===== config.mk =====
export PLATFORM = sky130hd
export DESIGN_NAME = spcol_queue
export DESIGN_NICKNAME = d
export VERILOG_FILES = /design/src/spcol_pkg.sv /design/src/spcol_queue.sv
export SDC_FILE = /design/constraint.sdc
export NUM_CORES = 1
export LEC_CHECK = 0
export ABC_CLOCK_PERIOD_IN_PS = 13310
export BUFFER_PORTS_ARGS = -buffer_cell sky130_fd_sc_hd__buf_2
export CAP_MARGIN = 20
export CORE_UTILIZATION = 50
export DETAILED_ROUTE_END_ITERATION = 10
export PLACE_DENSITY = 0.81
export SYNTH_ARGS = -nofsm -noshare
export SYNTH_HDL_FRONTEND = slang
export SYNTH_SLANG_ARGS = --single-unit

===== constraint.sdc =====
create_clock -name aclk -period 13.31 [get_ports aclk]
set_clock_uncertainty 0.1 [all_clocks]
set_input_delay 1.331 -clock aclk [delete_from_list [all_inputs] [get_ports aclk]]
set_output_delay 1.331 -clock aclk [all_outputs]
set_load 0.01 [all_outputs]

===== src/spcol_pkg.sv =====
// spcol_pkg: shared types, constants and helpers of the sprite collision block
// no dependencies; imported by every module of the block except spcol_ram
package spcol_pkg;

    localparam int SPRITE_COUNT_DEF = 16;
    localparam int SPRITE_W_DEF     = 64;
    localparam int SPRITE_H_DEF     = 64;

    localparam int POS_W   = 16;
    localparam int SCALE_W = 8;
    localparam int MASK_W  = 16;
    localparam int BADDR_W = 11;
    localparam int EDGE_W  = 18;   // box edges in 1/16 pixel
    localparam int PIX_W   = 14;   // whole screen pixels
    localparam int NUM_W   = 18;   // divider numerator, signed
    localparam int MAG_W   = 17;   // numerator magnitude
    localparam int Q_W     = 19;   // local pixel quotient, signed
    localparam int QUEUE_DEPTH = 2;

    localparam logic [1:0] ACT_BYTE  = 2'd0;
    localparam logic [1:0] ACT_ATTR  = 2'd1;
    localparam logic [1:0] ACT_QUERY = 2'd2;
    localparam logic [1:0] ACT_NONE  = 2'd3;

    localparam logic [1:0] ST_OK    = 2'd0;
    localparam logic [1:0] ST_RANGE = 2'd1;
    localparam logic [1:0] ST_SCALE = 2'd2;

    localparam logic [3:0] NIBBLE_MASK = 4'h0F;

    typedef struct packed {
        logic [1:0]               action;
        logic [7:0]               first_sprite;
        logic [7:0]               second_sprite;
        logic [BADDR_W-1:0]       byte_address;
        logic [7:0]               byte_value;
        logic signed [POS_W-1:0]  pos_x;
        logic signed [POS_W-1:0]  pos_y;
        logic [SCALE_W-1:0]       scale;
        logic [MASK_W-1:0]        collide_mask;
        logic                     enable_flag;
        logic                     bitmap_present;
    } item_t;

    typedef struct packed {
        logic [1:0] status;
        logic       box_hit;
        logic       pixel_hit;
    } result_t;

    typedef struct packed {
        logic signed [POS_W-1:0] x;
        logic signed [POS_W-1:0] y;
        logic [SCALE_W-1:0]      scale;
        logic [MASK_W-1:0]       mask;
        logic                    en;
        logic                    bm;
    } attr_t;

    typedef enum logic [1:0] {
        CMD_RESULT,
        CMD_BMWRITE,
        CMD_QUERY
    } cmd_kind_t;

    typedef struct packed {
        cmd_kind_t               kind;
        logic [1:0]              status;
        logic                    box_hit;
        logic [7:0]              spr_a;
        logic [7:0]              spr_b;
        logic [BADDR_W-1:0]      baddr;
        logic [7:0]              bval;
        logic signed [POS_W-1:0] xa;
        logic signed [POS_W-1:0] ya;
        logic [SCALE_W-1:0]      sa;
        logic [MASK_W-1:0]       ma;
        logic signed [POS_W-1:0] xb;
        logic signed [POS_W-1:0] yb;
        logic [SCALE_W-1:0]      sb;
        logic [MASK_W-1:0]       mb;
        logic signed [PIX_W-1:0] xs;
        logic signed [PIX_W-1:0] xe;
        logic signed [PIX_W-1:0] ys;
        logic signed [PIX_W-1:0] ye;
    } cmd_t;

    typedef struct packed {
        logic push;
        logic ready;
    } qctl_t;

    typedef enum logic {
        FE_IDLE,
        FE_LOOK
    } fe_state_t;

    typedef enum logic [3:0] {
        BK_IDLE,
        BK_DIV_START,
        BK_DIV_RUN,
        BK_SETUP,
        BK_PIX,
        BK_RDA,
        BK_RDB,
        BK_CHK,
        BK_DONE
    } bk_state_t;

    // truncate a 1/16 pixel edge toward zero to whole pixels
    function automatic logic signed [PIX_W-1:0] trunc16(input logic signed [EDGE_W-1:0] v);
        logic signed [EDGE_W-1:0] t;
        t = v[EDGE_W-1] ? v + EDGE_W'(15) : v;
        return PIX_W'(t >>> 4);
    endfunction

endpackage


===== src/spcol_queue.sv =====
// spcol_queue: short command queue between the front and back ends
// depends on spcol_pkg
module spcol_queue
    import spcol_pkg::*;
(
    input  logic  aclk,
    input  logic  aresetn,
    input  qctl_t in_ctl_i,
    output logic  in_ready,
    input  cmd_t  in_cmd,
    input  logic  pop,
    output logic  out_valid,
    output cmd_t  out_cmd
);
    localparam int PW = (QUEUE_DEPTH > 1) ? $clog2(QUEUE_DEPTH) : 1;
    localparam int CW = $clog2(QUEUE_DEPTH + 1);

    cmd_t            ent_reg [QUEUE_DEPTH];
    logic [PW-1:0]   wr_reg, rd_reg;
    logic [CW-1:0]   cnt_reg;
    logic            do_push, do_pop;

    assign in_ready  = (cnt_reg != CW'(QUEUE_DEPTH));
    assign out_valid = (cnt_reg != '0);
    assign out_cmd   = ent_reg[rd_reg];
    assign do_push   = in_ctl_i.push && in_ready;
    assign do_pop    = pop && out_valid;

    always_ff @(posedge aclk) begin
        if (!aresetn) begin
            wr_reg  <= '0;
            rd_reg  <= '0;
            cnt_reg <= '0;
        end else begin
            if (do_push) begin
                ent_reg[wr_reg] <= in_cmd;
                wr_reg <= (wr_reg == PW'(QUEUE_DEPTH - 1)) ? '0 : wr_reg + PW'(1);
            end
            if (do_pop) begin
                rd_reg <= (rd_reg == PW'(QUEUE_DEPTH - 1)) ? '0 : rd_reg + PW'(1);
            end
            if (do_push && !do_pop) begin
                cnt_reg <= cnt_reg + CW'(1);
            end else if (do_pop && !do_push) begin
                cnt_reg <= cnt_reg - CW'(1);
            end
        end
    end

    assert property (@(posedge aclk) disable iff (!aresetn) cnt_reg <= CW'(QUEUE_DEPTH))
        else $error("queue count above depth");
    assert property (@(posedge aclk) disable iff (!aresetn)
        (do_push && !do_pop) |=> cnt_reg == $past(cnt_reg) + CW'(1))
        else $error("queue count lost a push");
    assert property (@(posedge aclk) disable iff (!aresetn)
        (cnt_reg == '0) |-> (wr_reg == rd_reg))
        else $error("queue pointers differ while empty");
endmodule


==> impl_metrics.toml, run 1 <==
[run]
maxCapViolCount = 0

[critical_path]
startpoint_type = "flop"
crit_type = "flop to output pin"
arrival_ps = 3470
critPathCaptureType = "output pin"
crit_required_ps = 11880
cp_max_fo = 49

[die]
ios = 423
start_util_pct = 51.1
die_h_um = 179
std_cell_rows = 64
die_w_um = 179
coreArea_um2 = 30700
die_area_um2 = 32000

[global_route]
antenna_found_initial = 3
grt_max_degree = 77
grt_pass1_vias = 8016
grt_first_pass_wirelength_um = 43700
grt_use_total_pct = 18.3
grt-ovfl-total = 0

[timing]
min_period_ps = 4900
tightest_slew_ps = 1010
setup-violations-final = 0
hold_viol_final = 0
fin_tns_setup_ps = 0
slew_headroom_pct = 32.9
fin_crit_sh_pct = 36.8
finalMaxSlewViolations = 0
max_freq_mhz = 204
rsz0062_at_grt = "no"

[power]
p_per_area_nw_per_um2 = 181
finalPower_mw = 3.52
p_leak_nw = 7.35
ir_drop_mv = 0.159

[logic_synthesis]
synth_area_leaders = "edfxtp_1 (80%), mux2_4 (9.6%), mux2_2 (7.8%)"
synth.largest_area_cell = "edfxtp_1"
syn_area_um2 = 15700
synth_warnings = 0
yosysSeqAreaShare_pct = 80.4
synth.distinct_cells = 21
postSynthAreaPerCell_um2 = 23.2
syn-num-nets = 888
syn_inst = 674
synth_top_area_share_pct = 79.8
synth_seq_cells = 421

[finish]
drive_above_1_share_pct = 60.9
largest_reg_flops = 416
layout.cells.non_filler = 1548
area_growth_syn_to_layout_pct = 24.1
nNetsFinal = 1337

[place]
dp_hpwl_um = 20900
gp_congestion = 0.767
portBuffers = 421
dp.cells = 1476

[worst_hold_path]
hold_class = "flop to flop"

[drt]
dr.pass1.iters = 4
vias = 7782
viasPerCell = 5.03
postRouteAntennaNets = 0
finalWirelength_um = 31100
drc_errors = 0
drt_iter0_markers = 379
post_drt_wl_per_cell_um = 20.1

[clock_tree]
cts_tree = "done"
cts_made_buffers = 41
clk_pin_slew_worst_paths_ps = 60
clk_latency_ps = 510
cts.htree.levels = 2
cts_setup_buffers = 0
cts_max_path_buffers = 3
cts_root_buffer = "clkbuf_16"
hold_buffers = 0
cts-resized-gates = 0
clock-sinks = 421

[outcome]
outcome = "finished clean"
layout make-up:
class,instances,area [um^2]
Clock buffer,46,1040
Clock inverter,24,246
Fill cell,2094,11200
Timing Repair Buffer,429,2170
Multi-Input combinational cell,228,2860
Antenna cell,2,5.00
Sequential cell,421,12600
Inverter,2,7.51
Tap cell,396,495
layer usage:
| metal | GRT usage, % | share of wire (%) |
|---|---|---|
| met1 | 18.6 | 34 |
| met2 | 34.1 | 53 |
| met3 | 7.51 | 11 |
| met5 | 0 | 0.074 |
| met4 | 5.16 | 2.0 |
per-stage QoR:
stage	cell area (um^2)	hold slack, ps	setup WS (ps)	util [%]
2_1_floorplan	15700	373	2390	-
3_3_place_gp	18100	393	8920	59.1
3_5_place_dp	18100	416	8900	59.1
4_1_cts	19400	428	8340	63.3
5_1_grt	19400	470	8220	63.3
6_report	19400	422	8410	63.3
cell usage after synthesis:
cell type	number
mux2_4	100
o21ai_1	1
or3_1	2
nand3_1	1
buf_2	8
mux2_2	108
nor2b_1	1
inv_1	2
buf_6	15
o21ai_0	2
a21boi_1	1
edfxtp_1	416
a21boi_0	1
ha_1	1
and2_1	3
nor2_1	2
and3_1	1
xnor2_1	2
or2_2	1
xor2_1	1
dfxtp_1	5
where the power goes:
group | total, mW | internal, mW | switching (mW)
clock | 1.12 | 0.660 | 0.456
combinational | 0.776 | 0.390 | 0.386
sequential | 1.62 | 1.58 | 0.0479
worst max-delay path, stage by stage, from the launching register on:
cell and delay, ps:
dfxtp_4 830, buf_4 760, buf_4 780, mux2_4 360, buf_2 140
final timing paths:
path                    from  depth (start not counted)  slack [ps]              end
setup / recovery        flop                          4        8410     out_cmd[100]
hold reg to reg   cnt_reg[1]                          2         420       cnt_reg[1]
hold / removal    cnt_reg[1]                          2         420       cnt_reg[1]
setup reg to reg  cnt_reg[0]                          6        9900  ent_reg[0][194]
placed cells by master, fill, tap and decap left out, drive strengths merged, types with 3 or more instances in the layout:
| master | n |
|---|---|
| clkinv | 17 |
| buf | 429 |
| mux2 | 208 |
| dfxtp | 5 |
| clkbuf | 46 |
| and2 | 3 |
| o21ai | 3 |
| bufinv | 5 |
| edfxtp | 416 |
logic make-up (layout without fill, tap and decap cells):
| group | count (synthesis) | count (layout) | share of synthesized area [%] |
|---|---|---|---|
| AO/OA/AOI/OAI | 5 | 5 | 0.192 |
| XOR/XNOR | 3 | 3 | 0.168 |
| adder cells (fa/ha/maj) | 1 | 1 | 0.0799 |
| buffers and inverters | 25 | 501 | 1.38 |
| flip-flops | 421 | 421 | 80.4 |
| multiplexers | 208 | 208 | 17.4 |
| other | 0 | 2 | 0 |
| AND/OR/NAND/NOR | 11 | 11 | 0.400 |
No activity file was read; power rests on OpenSTA's default activity.
==> run 2, diff against run 1 <==
ABC_CLOCK_PERIOD_IN_PS = 4690   (was 13310)
clock period = 4.69 ns   (was 13.31 ns; I/O delays follow)
==> run 2 against run 1 <==
  * Wire length is 0.70% lower
  * Critical path depth is 1 lower
  * Cell count is 0.90% higher
  * Sequential power grew to 2.8 times the previous value
  * Setup slack worse by 6700 ps
  * Cell area is 0.40% higher
  * Global-route usage hardly changed
  * Worst hold slack worse by 400 ps
  * Clock power grew to 2.7 times the previous value
  * First-iteration DRC count is 18% higher
  * Critical endpoint is now out_cmd[144]
==> impl_metrics.toml, run 2 (same netlist as run 1, synthesis figures left out) <==
[outcome]
outcome = "finished clean"

[power]
ir_drop_mv = 0.398
p_per_area_nw_per_um2 = 507
p_switching_mw = 2.54
p_leak_nw = 7.37
p_seq_share_pct = 46.6
swShare_pct = 25.7
p_clk_share_pct = 30.9
pwr-share-comb_pct = 22.5
finalPower_mw = 9.88
p_int_mw = 7.34

[timing]
setup-violations-final = 0
slew_headroom_pct = 29.0
fin_tns_setup_ps = 0
timing.hold.ws_ps = 26.4
tightest_slew_ps = 1060
fin_crit_sh_pct = 64.3
hold_viol_final = 0
finalMaxSlewViolations = 0
max_freq_mhz = 331
rsz0062_at_grt = "no"
min_period_ps = 3020
fin_ws_ps = 1670

[clock_tree]
cts_root_buffer = "clkbuf_16"
clk_latency_ps = 530
clk_pin_slew_worst_paths_ps = 60
cts_made_buffers = 42
clock-sinks = 421
cts_max_path_buffers = 3
cts-resized-gates = 0
cts.htree.levels = 2
cts_tree = "done"

[global_route]
grt_max_degree = 82
grt_pass1_vias = 8064
grt_use_total_pct = 18.4
antenna_found_initial = 7
grt-ovfl-total = 0
grt_first_pass_wirelength_um = 44000

[critical_path]
critPathCaptureType = "output pin"
cp_max_fo = 36
arrival_ps = 2450
crit_required_ps = 4120
startpoint_type = "flop"
crit_type = "flop to output pin"

[drt]
viasPerCell = 5.05
post_drt_wl_per_cell_um = 19.8
drt_iter0_markers = 446
drc_errors = 0
finalWirelength_um = 30900
vias = 7887
postRouteAntennaNets = 0
dr.pass1.iters = 4

[run]
maxCapViolCount = 0

[finish]
area_growth_syn_to_layout_pct = 24.5
largest_reg_flops = 416
drive_above_1_share_pct = 60.1
layout_common_cells = "buf_2 (421), edfxtp_1 (416), mux2_2 (108)"
nNetsFinal = 1343
design_area_um2 = 19500
fillers = 2108
layout_commonest_cell = "buf_2"

[die]
die_w_um = 179
std_cell_rows = 64
ios = 423
start_util_pct = 51.1
die_h_um = 179
coreArea_um2 = 30700
die_area_um2 = 32000

[place]
gp_congestion = 0.743
dp_slack_ps = 2060
portBuffers = 421
dp_hpwl_um = 20400
placed_area_um2 = 18200

[worst_hold_path]
hold_class = "input pin to flop"
[run 2: changes by cell type in the layout (fill, tap and decap cells not counted), sizes merged, moves of 4 or more]
| cell | before | now |
|---|---|---|
| bufinv | 5 | 0 |
| clkbuf | 46 | 56 |
| diode | 2 | 6 |
| dlygate4sd3 | 0 | 4 |
[run 2: cell type report]
class,instances,area (um^2),area share (%)
Clock buffer,56,1170,5.99
Antenna cell,6,15.0,0.0770
Timing Repair Buffer,434,2260,11.6
Tap cell,396,495,2.54
Inverter,2,7.51,0.0385
Multi-Input combinational cell,228,2860,14.7
Sequential cell,421,12600,64.6
Clock inverter,19,93.8,0.481
[run 2: critical path: stages, from the launching register on]
cell and delay (ps):
dfxtp_4 750, buf_4 630, mux2_4 360, buf_2 150
[run 2: metrics by stage]
stage | utilization (%) | instances
floorplan | - | 674
global placement | 59.3 | 1477
detailed placement | 59.3 | 1477
CTS | 63.5 | 1556
global route | 63.6 | 1560
finish | 63.6 | 1562
[run 2: path summary, 6_finish.rpt]
kind	start	to	slack [ps]	cells past startpoint
max	flop	out_cmd[144]	1670	3
min	in_cmd[13]	ent_reg[1][13]	30	1
max reg2reg	cnt_reg[0]	ent_reg[1][172]	2170	4
min reg2reg	wr_reg	wr_reg	450	2
[run 2: power by group through the flow]
stage / Clock [mW] / Sequential (mW) / Combinational, mW
after floorplan: 0 / 4.62 / 1.55
final: 3.06 / 4.60 / 2.22
after CTS: 3.13 / 4.61 / 2.25
after global routing: 3.26 / 4.63 / 2.38
after detailed placement: 0 / 4.69 / 2.23
after global placement: 0 / 4.66 / 2.21
[run 2: repair_timing]
action                                 4_1_cts  5_1_grt
setup buffers                                0        0
endpoints found under the hold margin        6        0
hold buffers                                 4        0
[run 2: layer usage]
layer | vias up | GRT usage, % | routed length (um)
li1 | 3612 | - | -
met1 | 3844 | 20.4 | 11100
met2 | 363 | 31.9 | 15600
met4 | 2 | 7.03 | 879
met3 | 66 | 6.79 | 3340
met5 | - | 0 | 13
