### config.mk
export PLATFORM = sky130hd
export DESIGN_NAME = spcol_front
export DESIGN_NICKNAME = d
export VERILOG_FILES = /design/src/spcol_pkg.sv /design/src/spcol_ram.sv /design/src/spcol_front.sv
export SDC_FILE = /design/constraint.sdc
export NUM_CORES = 2
export LEC_CHECK = 0
export BUFFER_PORTS_ARGS = -buffer_cell sky130_fd_sc_hd__buf_2
export CELL_PAD_IN_SITES_DETAIL_PLACEMENT = 2
export CELL_PAD_IN_SITES_GLOBAL_PLACEMENT = 2
export CORE_MARGIN = 2
export CORE_UTILIZATION = 46
export DETAILED_ROUTE_END_ITERATION = 8
export PLACE_DENSITY_LB_ADDON = 0.1
export SYNTH_ARGS = -nofsm -noshare
export SYNTH_HDL_FRONTEND = slang
export SYNTH_SLANG_ARGS = --single-unit
### constraint.sdc
create_clock -name aclk -period 10.7 [get_ports aclk]
set_clock_uncertainty 0.15 [all_clocks]
set_input_delay 0 -clock aclk [delete_from_list [all_inputs] [get_ports aclk]]
set_output_delay 0 -clock aclk [all_outputs]
set_load 0.01 [all_outputs]
### src/spcol_pkg.sv
// spcol_pkg: shared types, constants and helpers of the sprite collision block
// no dependencies; imported by every module of the block except spcol_ram
package spcol_pkg;

    localparam int SPRITE_COUNT_DEF = 16;
    localparam int SPRITE_W_DEF     = 64;
    localparam int SPRITE_H_DEF     = 64;

    localparam int POS_W   = 16;
    localparam int SCALE_W = 8;
    localparam int MASK_W  = 16;
    localparam int BADDR_W = 11;
    localparam int EDGE_W  = 18;   // box edges in 1/16 pixel
    localparam int PIX_W   = 14;   // whole screen pixels
    localparam int NUM_W   = 18;   // divider numerator, signed
    localparam int MAG_W   = 17;   // numerator magnitude
    localparam int Q_W     = 19;   // local pixel quotient, signed
    localparam int QUEUE_DEPTH = 2;

    localparam logic [1:0] ACT_BYTE  = 2'd0;
    localparam logic [1:0] ACT_ATTR  = 2'd1;
    localparam logic [1:0] ACT_QUERY = 2'd2;
    localparam logic [1:0] ACT_NONE  = 2'd3;

    localparam logic [1:0] ST_OK    = 2'd0;
    localparam logic [1:0] ST_RANGE = 2'd1;
    localparam logic [1:0] ST_SCALE = 2'd2;

    localparam logic [3:0] NIBBLE_MASK = 4'h0F;

    typedef struct packed {
        logic [1:0]               action;
        logic [7:0]               first_sprite;
        logic [7:0]               second_sprite;
        logic [BADDR_W-1:0]       byte_address;
        logic [7:0]               byte_value;
        logic signed [POS_W-1:0]  pos_x;
        logic signed [POS_W-1:0]  pos_y;
        logic [SCALE_W-1:0]       scale;
        logic [MASK_W-1:0]        collide_mask;
        logic                     enable_flag;
        logic                     bitmap_present;
    } item_t;

    typedef struct packed {
        logic [1:0] status;
        logic       box_hit;
        logic       pixel_hit;
    } result_t;

    typedef struct packed {
        logic signed [POS_W-1:0] x;
        logic signed [POS_W-1:0] y;
        logic [SCALE_W-1:0]      scale;
        logic [MASK_W-1:0]       mask;
        logic                    en;
        logic                    bm;
    } attr_t;

    typedef enum logic [1:0] {
        CMD_RESULT,
        CMD_BMWRITE,
        CMD_QUERY
    } cmd_kind_t;

    typedef struct packed {
        cmd_kind_t               kind;
        logic [1:0]              status;
        logic                    box_hit;
        logic [7:0]              spr_a;
        logic [7:0]              spr_b;
        logic [BADDR_W-1:0]      baddr;
        logic [7:0]              bval;
        logic signed [POS_W-1:0] xa;
        logic signed [POS_W-1:0] ya;
        logic [SCALE_W-1:0]      sa;
        logic [MASK_W-1:0]       ma;
        logic signed [POS_W-1:0] xb;
        logic signed [POS_W-1:0] yb;
        logic [SCALE_W-1:0]      sb;
        logic [MASK_W-1:0]       mb;
        logic signed [PIX_W-1:0] xs;
        logic signed [PIX_W-1:0] xe;
        logic signed [PIX_W-1:0] ys;
        logic signed [PIX_W-1:0] ye;
    } cmd_t;

    typedef struct packed {
        logic push;
        logic ready;
    } qctl_t;

    typedef enum logic {
        FE_IDLE,
        FE_LOOK
    } fe_state_t;

    typedef enum logic [3:0] {
        BK_IDLE,
        BK_DIV_START,
        BK_DIV_RUN,
        BK_SETUP,
        BK_PIX,
        BK_RDA,
        BK_RDB,
        BK_CHK,
        BK_DONE
    } bk_state_t;

    // truncate a 1/16 pixel edge toward zero to whole pixels
    function automatic logic signed [PIX_W-1:0] trunc16(input logic signed [EDGE_W-1:0] v);
        logic signed [EDGE_W-1:0] t;
        t = v[EDGE_W-1] ? v + EDGE_W'(15) : v;
        return PIX_W'(t >>> 4);
    endfunction

endpackage

### src/spcol_ram.sv
// spcol_ram: generic single write, single read RAM with registered read data
// no dependencies
module spcol_ram #(
    parameter int WIDTH = 8,
    parameter int DEPTH = 16
) (
    input  logic                             aclk,
    input  logic                             we,
    input  logic [$clog2(DEPTH)-1:0]         waddr,
    input  logic [WIDTH-1:0]                 wdata,
    input  logic [$clog2(DEPTH)-1:0]         raddr,
    output logic [WIDTH-1:0]                 rdata
);
    logic [WIDTH-1:0] mem [DEPTH];
    logic [WIDTH-1:0] rdata_reg;

    always_ff @(posedge aclk) begin
        if (we) begin
            mem[waddr] <= wdata;
        end
        rdata_reg <= mem[raddr];
    end

    assign rdata = rdata_reg;
endmodule

### src/spcol_front.sv
// spcol_front: accepts transactions, keeps the sprite attribute table and classifies items
// depends on spcol_pkg and spcol_ram
module spcol_front
    import spcol_pkg::*;
#(
    parameter int SPRITE_COUNT = SPRITE_COUNT_DEF,
    parameter int SPRITE_W     = SPRITE_W_DEF,
    parameter int SPRITE_H     = SPRITE_H_DEF
) (
    input  logic  aclk,
    input  logic  aresetn,
    input  logic  s_valid,
    output logic  s_ready,
    input  item_t s_data,
    output qctl_t q_ctl,
    input  logic  q_ready,
    output cmd_t  q_cmd
);
    localparam int SW    = $clog2(SPRITE_COUNT);
    localparam int BYTES = (SPRITE_W * SPRITE_H) / 2;
    localparam int AWID  = $bits(attr_t);

    fe_state_t state_reg, state_next;
    item_t     item_reg;
    logic [SPRITE_COUNT-1:0] vld_reg;

    logic          accept, attr_we;
    logic [SW-1:0] raddr_a, raddr_b;
    attr_t         wattr, ra, rb;
    logic [AWID-1:0] ra_bits, rb_bits;

    assign accept = s_valid && s_ready;
    assign attr_we = accept && (s_data.action == ACT_ATTR)
                     && (9'(s_data.first_sprite) < 9'(SPRITE_COUNT))
                     && (s_data.scale != '0);
    assign wattr = '{x: s_data.pos_x, y: s_data.pos_y, scale: s_data.scale,
                     mask: s_data.collide_mask, en: s_data.enable_flag,
                     bm: s_data.bitmap_present};
    assign raddr_a = (state_reg == FE_IDLE) ? s_data.first_sprite[SW-1:0]
                                            : item_reg.first_sprite[SW-1:0];
    assign raddr_b = (state_reg == FE_IDLE) ? s_data.second_sprite[SW-1:0]
                                            : item_reg.second_sprite[SW-1:0];

    // two copies so both sprites of a pair are read in the same cycle
    spcol_ram #(.WIDTH(AWID), .DEPTH(SPRITE_COUNT)) u_attr_a (
        .aclk(aclk), .we(attr_we), .waddr(s_data.first_sprite[SW-1:0]),
        .wdata(wattr), .raddr(raddr_a), .rdata(ra_bits));
    spcol_ram #(.WIDTH(AWID), .DEPTH(SPRITE_COUNT)) u_attr_b (
        .aclk(aclk), .we(attr_we), .waddr(s_data.first_sprite[SW-1:0]),
        .wdata(wattr), .raddr(raddr_b), .rdata(rb_bits));
    assign ra = attr_t'(ra_bits);
    assign rb = attr_t'(rb_bits);

    always_ff @(posedge aclk) begin
        if (!aresetn) begin
            state_reg <= FE_IDLE;
            vld_reg   <= '0;
        end else begin
            state_reg <= state_next;
            if (attr_we) begin
                vld_reg[s_data.first_sprite[SW-1:0]] <= 1'b1;
            end
        end
        if (accept) begin
            item_reg <= s_data;
        end
    end

    always_comb begin
        state_next = state_reg;
        case (state_reg)
            FE_IDLE: if (s_valid) state_next = FE_LOOK;
            FE_LOOK: if (q_ready) state_next = FE_IDLE;
            default: state_next = FE_IDLE;
        endcase
    end

    always_comb begin
        s_ready    = (state_reg == FE_IDLE);
        q_ctl.push = (state_reg == FE_LOOK);
        q_ctl.ready = q_ready;
    end

    // classification
    logic ok_a, ok_b, elig_a, elig_b, overlap;
    logic signed [EDGE_W-1:0] l1, r1, t1, b1, l2, r2, t2, b2, wa, ha, wb, hb;
    logic signed [EDGE_W-1:0] ol, orr, ot, ob;

    always_comb begin
        ok_a = 9'(item_reg.first_sprite) < 9'(SPRITE_COUNT);
        ok_b = 9'(item_reg.second_sprite) < 9'(SPRITE_COUNT);
        elig_a = vld_reg[item_reg.first_sprite[SW-1:0]] && ra.en && ra.bm && (ra.mask != '0);
        elig_b = vld_reg[item_reg.second_sprite[SW-1:0]] && rb.en && rb.bm && (rb.mask != '0);
        wa = EDGE_W'(SPRITE_W) * EDGE_W'(ra.scale);
        ha = EDGE_W'(SPRITE_H) * EDGE_W'(ra.scale);
        wb = EDGE_W'(SPRITE_W) * EDGE_W'(rb.scale);
        hb = EDGE_W'(SPRITE_H) * EDGE_W'(rb.scale);
        l1 = EDGE_W'(ra.x);
        t1 = EDGE_W'(ra.y);
        r1 = l1 + wa;
        b1 = t1 + ha;
        l2 = EDGE_W'(rb.x);
        t2 = EDGE_W'(rb.y);
        r2 = l2 + wb;
        b2 = t2 + hb;
        overlap = !(l1 >= r2 || r1 <= l2 || t1 >= b2 || b1 <= t2);
        ol  = (l1 > l2) ? l1 : l2;
        ot  = (t1 > t2) ? t1 : t2;
        orr = (r1 < r2) ? r1 : r2;
        ob  = (b1 < b2) ? b1 : b2;

        q_cmd = '{kind: CMD_RESULT, status: ST_OK, box_hit: 1'b0,
                  spr_a: item_reg.first_sprite, spr_b: item_reg.second_sprite,
                  baddr: item_reg.byte_address, bval: item_reg.byte_value,
                  xa: ra.x, ya: ra.y, sa: ra.scale, ma: ra.mask,
                  xb: rb.x, yb: rb.y, sb: rb.scale, mb: rb.mask,
                  xs: trunc16(ol), xe: trunc16(orr), ys: trunc16(ot), ye: trunc16(ob)};
        case (item_reg.action)
            ACT_BYTE: begin
                if (!ok_a) begin
                    q_cmd.status = ST_RANGE;
                end else if (int'(item_reg.byte_address) < BYTES) begin
                    q_cmd.kind = CMD_BMWRITE;
                end
            end
            ACT_ATTR: begin
                if (!ok_a) begin
                    q_cmd.status = ST_RANGE;
                end else if (item_reg.scale == '0) begin
                    q_cmd.status = ST_SCALE;
                end
            end
            ACT_QUERY: begin
                if (!(ok_a && ok_b)) begin
                    q_cmd.status = ST_RANGE;
                end else if (elig_a && elig_b && overlap) begin
                    q_cmd.kind    = CMD_QUERY;
                    q_cmd.box_hit = 1'b1;
                end
            end
            default: ;
        endcase
    end
endmodule

==> results.md <==
* TritonCTS buffer count at 116
* Fin Setup TNS at 0 ns
* Biggest register: u_attr_b.mem
* Clk root buf: clkbuf_16
* Routed Antenna Nets at 0
* Most frequent cells in the layout: edfxtp_1 (973), mux4_2 (474), nand2_1 (316)
* # rows at 125
* Hold Fails Final Rpt at 0
* TritonCTS clock tree: yes
* Max Fclk at 168 MHz
* Compound-Gate Fraction of Synth Area at under 10%
* Syn_nets at 3,638
* Max FO, Critical Path at 8
* Number of max-cap violations at 0
* Number of synthesized flops with an enable pin at ~970
* Cts repair resizes at 0
* Rel. slew slack at ~22%
* Worst-case clock buffer depth at 3
* # DRC at 0
* Avg Inst Size Synth at 15.8 um2
* Fin. max-slew vios at 0
* Arrival time worst endpoint at 5.81 ns
* Design Area, Final at between 60,000 and 70,000 um2
* Largest net degree at the start of global routing at 121
* Area of the die at 120,000 um2
* Final min period at a little under 6 ns
* Worst Setup End Kind: output pin
* CP delay by family, top: compound AO/OA/AOI/OAI gates
* Cell area after synthesis at around 54,000 um2
* Final nets at 3,923
* Most common cell after layout, fill and taps aside: edfxtp_1
* Global route overflow at 0
* Power Density at roughly 200 nW/um2
* Chip width at ~350 um
* Unrepaired setup endpoints after global routing: no
* Largest stage delay on the critical path at roughly 0.66 ns
* Bufs and invs on worst path at 3
* CORE AREA at around 120,000 um2
* Cell Area, Placed at ~56,000 um2
* Critical Path Start Type: flip-flop
* Port Buffers at 309
* Post-synthesis adder-cell area fraction at about 2.8%
* CP required at between 10 and 15 ns
* I/O pin count at 310
* Cell count after synthesis at 3,422
* Synth warn at 0
* Vias in the first global route at 38,800
* Routed len/inst at ~37 um
* WHS at 0.0438 ns
* Largest family of logic cells by synthesized area: multiplexers
* Lkg Pwr at between 0.02 and 0.025 uW
* Clock sink count at 1,106
* XOR/XNOR share of the synthesized area at 1.61%
* Outcome: finished clean
* Sequential Area at 31,900 um2
* Vias per inst at roughly 6.6
* Synth cell types at between 80 and 90
* Multiplexer share of the synthesized area at between 20% and 30%
* Vias at approximately 35,000
* Period utilization at between 50% and 60%
* Synth-to-Final Area Change at 14.4%
* H-tree depth at 3
* WS Path Type: flip-flop to output pin
* DR iter-0 viols at around 3,600
* Worst Tran Pin Value at 1.17 ns
* Synth Register Bits at 1,106
* Die height at between 300 and 400 um
* Synth Area in Simple Gates at roughly 6.2%
* DP Cell Count at just under 5,000
* Largest register FFs at 870
* Share of post-route cells with drive strength above 1 at 28.5%
* Sequential area share after synthesis at about three fifths
* Clk slew on worst S/H paths at about 0.06 ns
* Critical path cell sequence: ha_1, inv_1, fa_1, nor2b_1, o21ai_1, a21boi_1, o31ai_1, a211oi_1, nand2b_1, inv_2, ha_1, o22ai_1, nor4b_1, nand4_1, a31o_2, a211oi_1, nand3_1, a21oi_1, o211ai_1, and4b_1, buf_2
* Post-CTS setup buffers at 0
* First-pass GRT wire length at between 200,000 and 300,000 um
* # setup viols final at 0
* Clock insertion delay at the later pin of the skew report at ~0.76 ns
* GRT Util Overall at between 30 and 40%
* Async S/R FF share, synth at 0%
* CP max-delay cell: a211oi_1
* Routability cong. at approximately 0.91
* Filler Cell Count at between 10,000 and 15,000
* Final Non-Filler Cells at 5,342
* Routed wire length at 199,000 um
* HP Class: input port to flip-flop
* Synth Flop Type: edfxtp_1
* DPL Wire Length at 120,000 um
* Multi-input gate area at 20,300 um2
* Drt first pass iters at 5
* Antenna violations before repair at 15
* Initial Util at a little under half
* Peak supply drop at between 0.1 and 0.15 mV
## final cells by class
type / count / area share [%]
diodes: 8 / 0.0323
clock buffers: 163 / 5.31
clock inverters: 58 / 1.20
inverters: 75 / 0.454
multi-input cells: 1895 / 32.7
flip-flops and latches: 1106 / 51.5
well taps: 1524 / 3.08
repair buffers: 513 / 5.74
## report_power, final
group          total (uW)  switching [uW]  internal [uW]
Sequential           4990             211           4780
Clock                4320            1820           2490
Combinational        3270            2000           1270
Total               12600            4040           8550
## kinds of logic (layout without fill, tap and decap cells)
logic type      after synthesis  in the layout
flops                      1106           1106
simple gates                697            697
mux                         514            514
compound gates              468            468
buf+inv                     421            809
fa+ha+maj                   118            118
xor+xnor                     98             98
other cells                   0              8
## synthesized netlist by cell type (35+ instances only)
| master | number | area, um2 |
|---|---|---|
| nand2_1 | 316 | 1190 |
| ha_1 | 113 | 1410 |
| dfxtp_1 | 133 | 2660 |
| a31oi_1 | 118 | 738 |
| clkbuf_1 | 131 | 492 |
| nand3_1 | 42 | 210 |
| edfxtp_1 | 973 | 29200 |
| nor2_1 | 79 | 297 |
| mux2i_1 | 35 | 350 |
| mux4_2 | 474 | 10700 |
| inv_1 | 73 | 274 |
| a21oi_1 | 50 | 250 |
| buf_4 | 151 | 1130 |
| a211oi_1 | 127 | 953 |
| xnor2_1 | 73 | 639 |
| buf_2 | 48 | 240 |
| and2_1 | 118 | 738 |
## metrics by stage
stage | setup slack (ns) | util, % | total power, uW
after floorplan | 2.46 | - | 7070
after global placement | 5.76 | 48.5 | 8180
after detailed placement | 5.41 | 48.5 | 8290
after CTS | 4.67 | 53.2 | 12600
after global routing | 4.26 | 53.2 | 13000
final | 4.74 | 53.2 | 12600
## path summary, 6_finish.rpt
kind / startpoint / to / slack, ns / cells after the start
worst min register to register: vld_reg[13]$_SDFFE_PN0P_ / vld_reg[13]$_SDFFE_PN0P_ / 0.35 / 1
worst max-delay path: u_attr_a.rdata[48]$_DFF_P_ / q_cmd[207] / 4.74 / 21
worst max register to register: state_reg$_SDFF_PN0_ / u_attr_b.rdata[46]$_DFF_P_ / 5.88 / 8
worst min-delay path: s_data[44] / u_attr_b.mem[1][44]$_DFFE_PP_ / 0.04 / 2
## timing repair
action | CTS | global route
hold buffers | 140 | 0
setup endpoints to repair | 0 | 0
hold endpoints to repair | 1156 | 0
## per-layer routing
| metal | part of all wire (%) | up-vias | GRT usage, % |
|---|---|---|---|
| li1 | - | 14200 | - |
| met1 | 39 | 19200 | 43.1 |
| met2 | 51 | 1730 | 56.8 |
| met3 | 6.5 | 373 | 4.75 |
| met4 | 3.7 | 2 | 11.7 |
| met5 | 0.0035 | - | 0 |
Power figures use the tool's default switching activity.
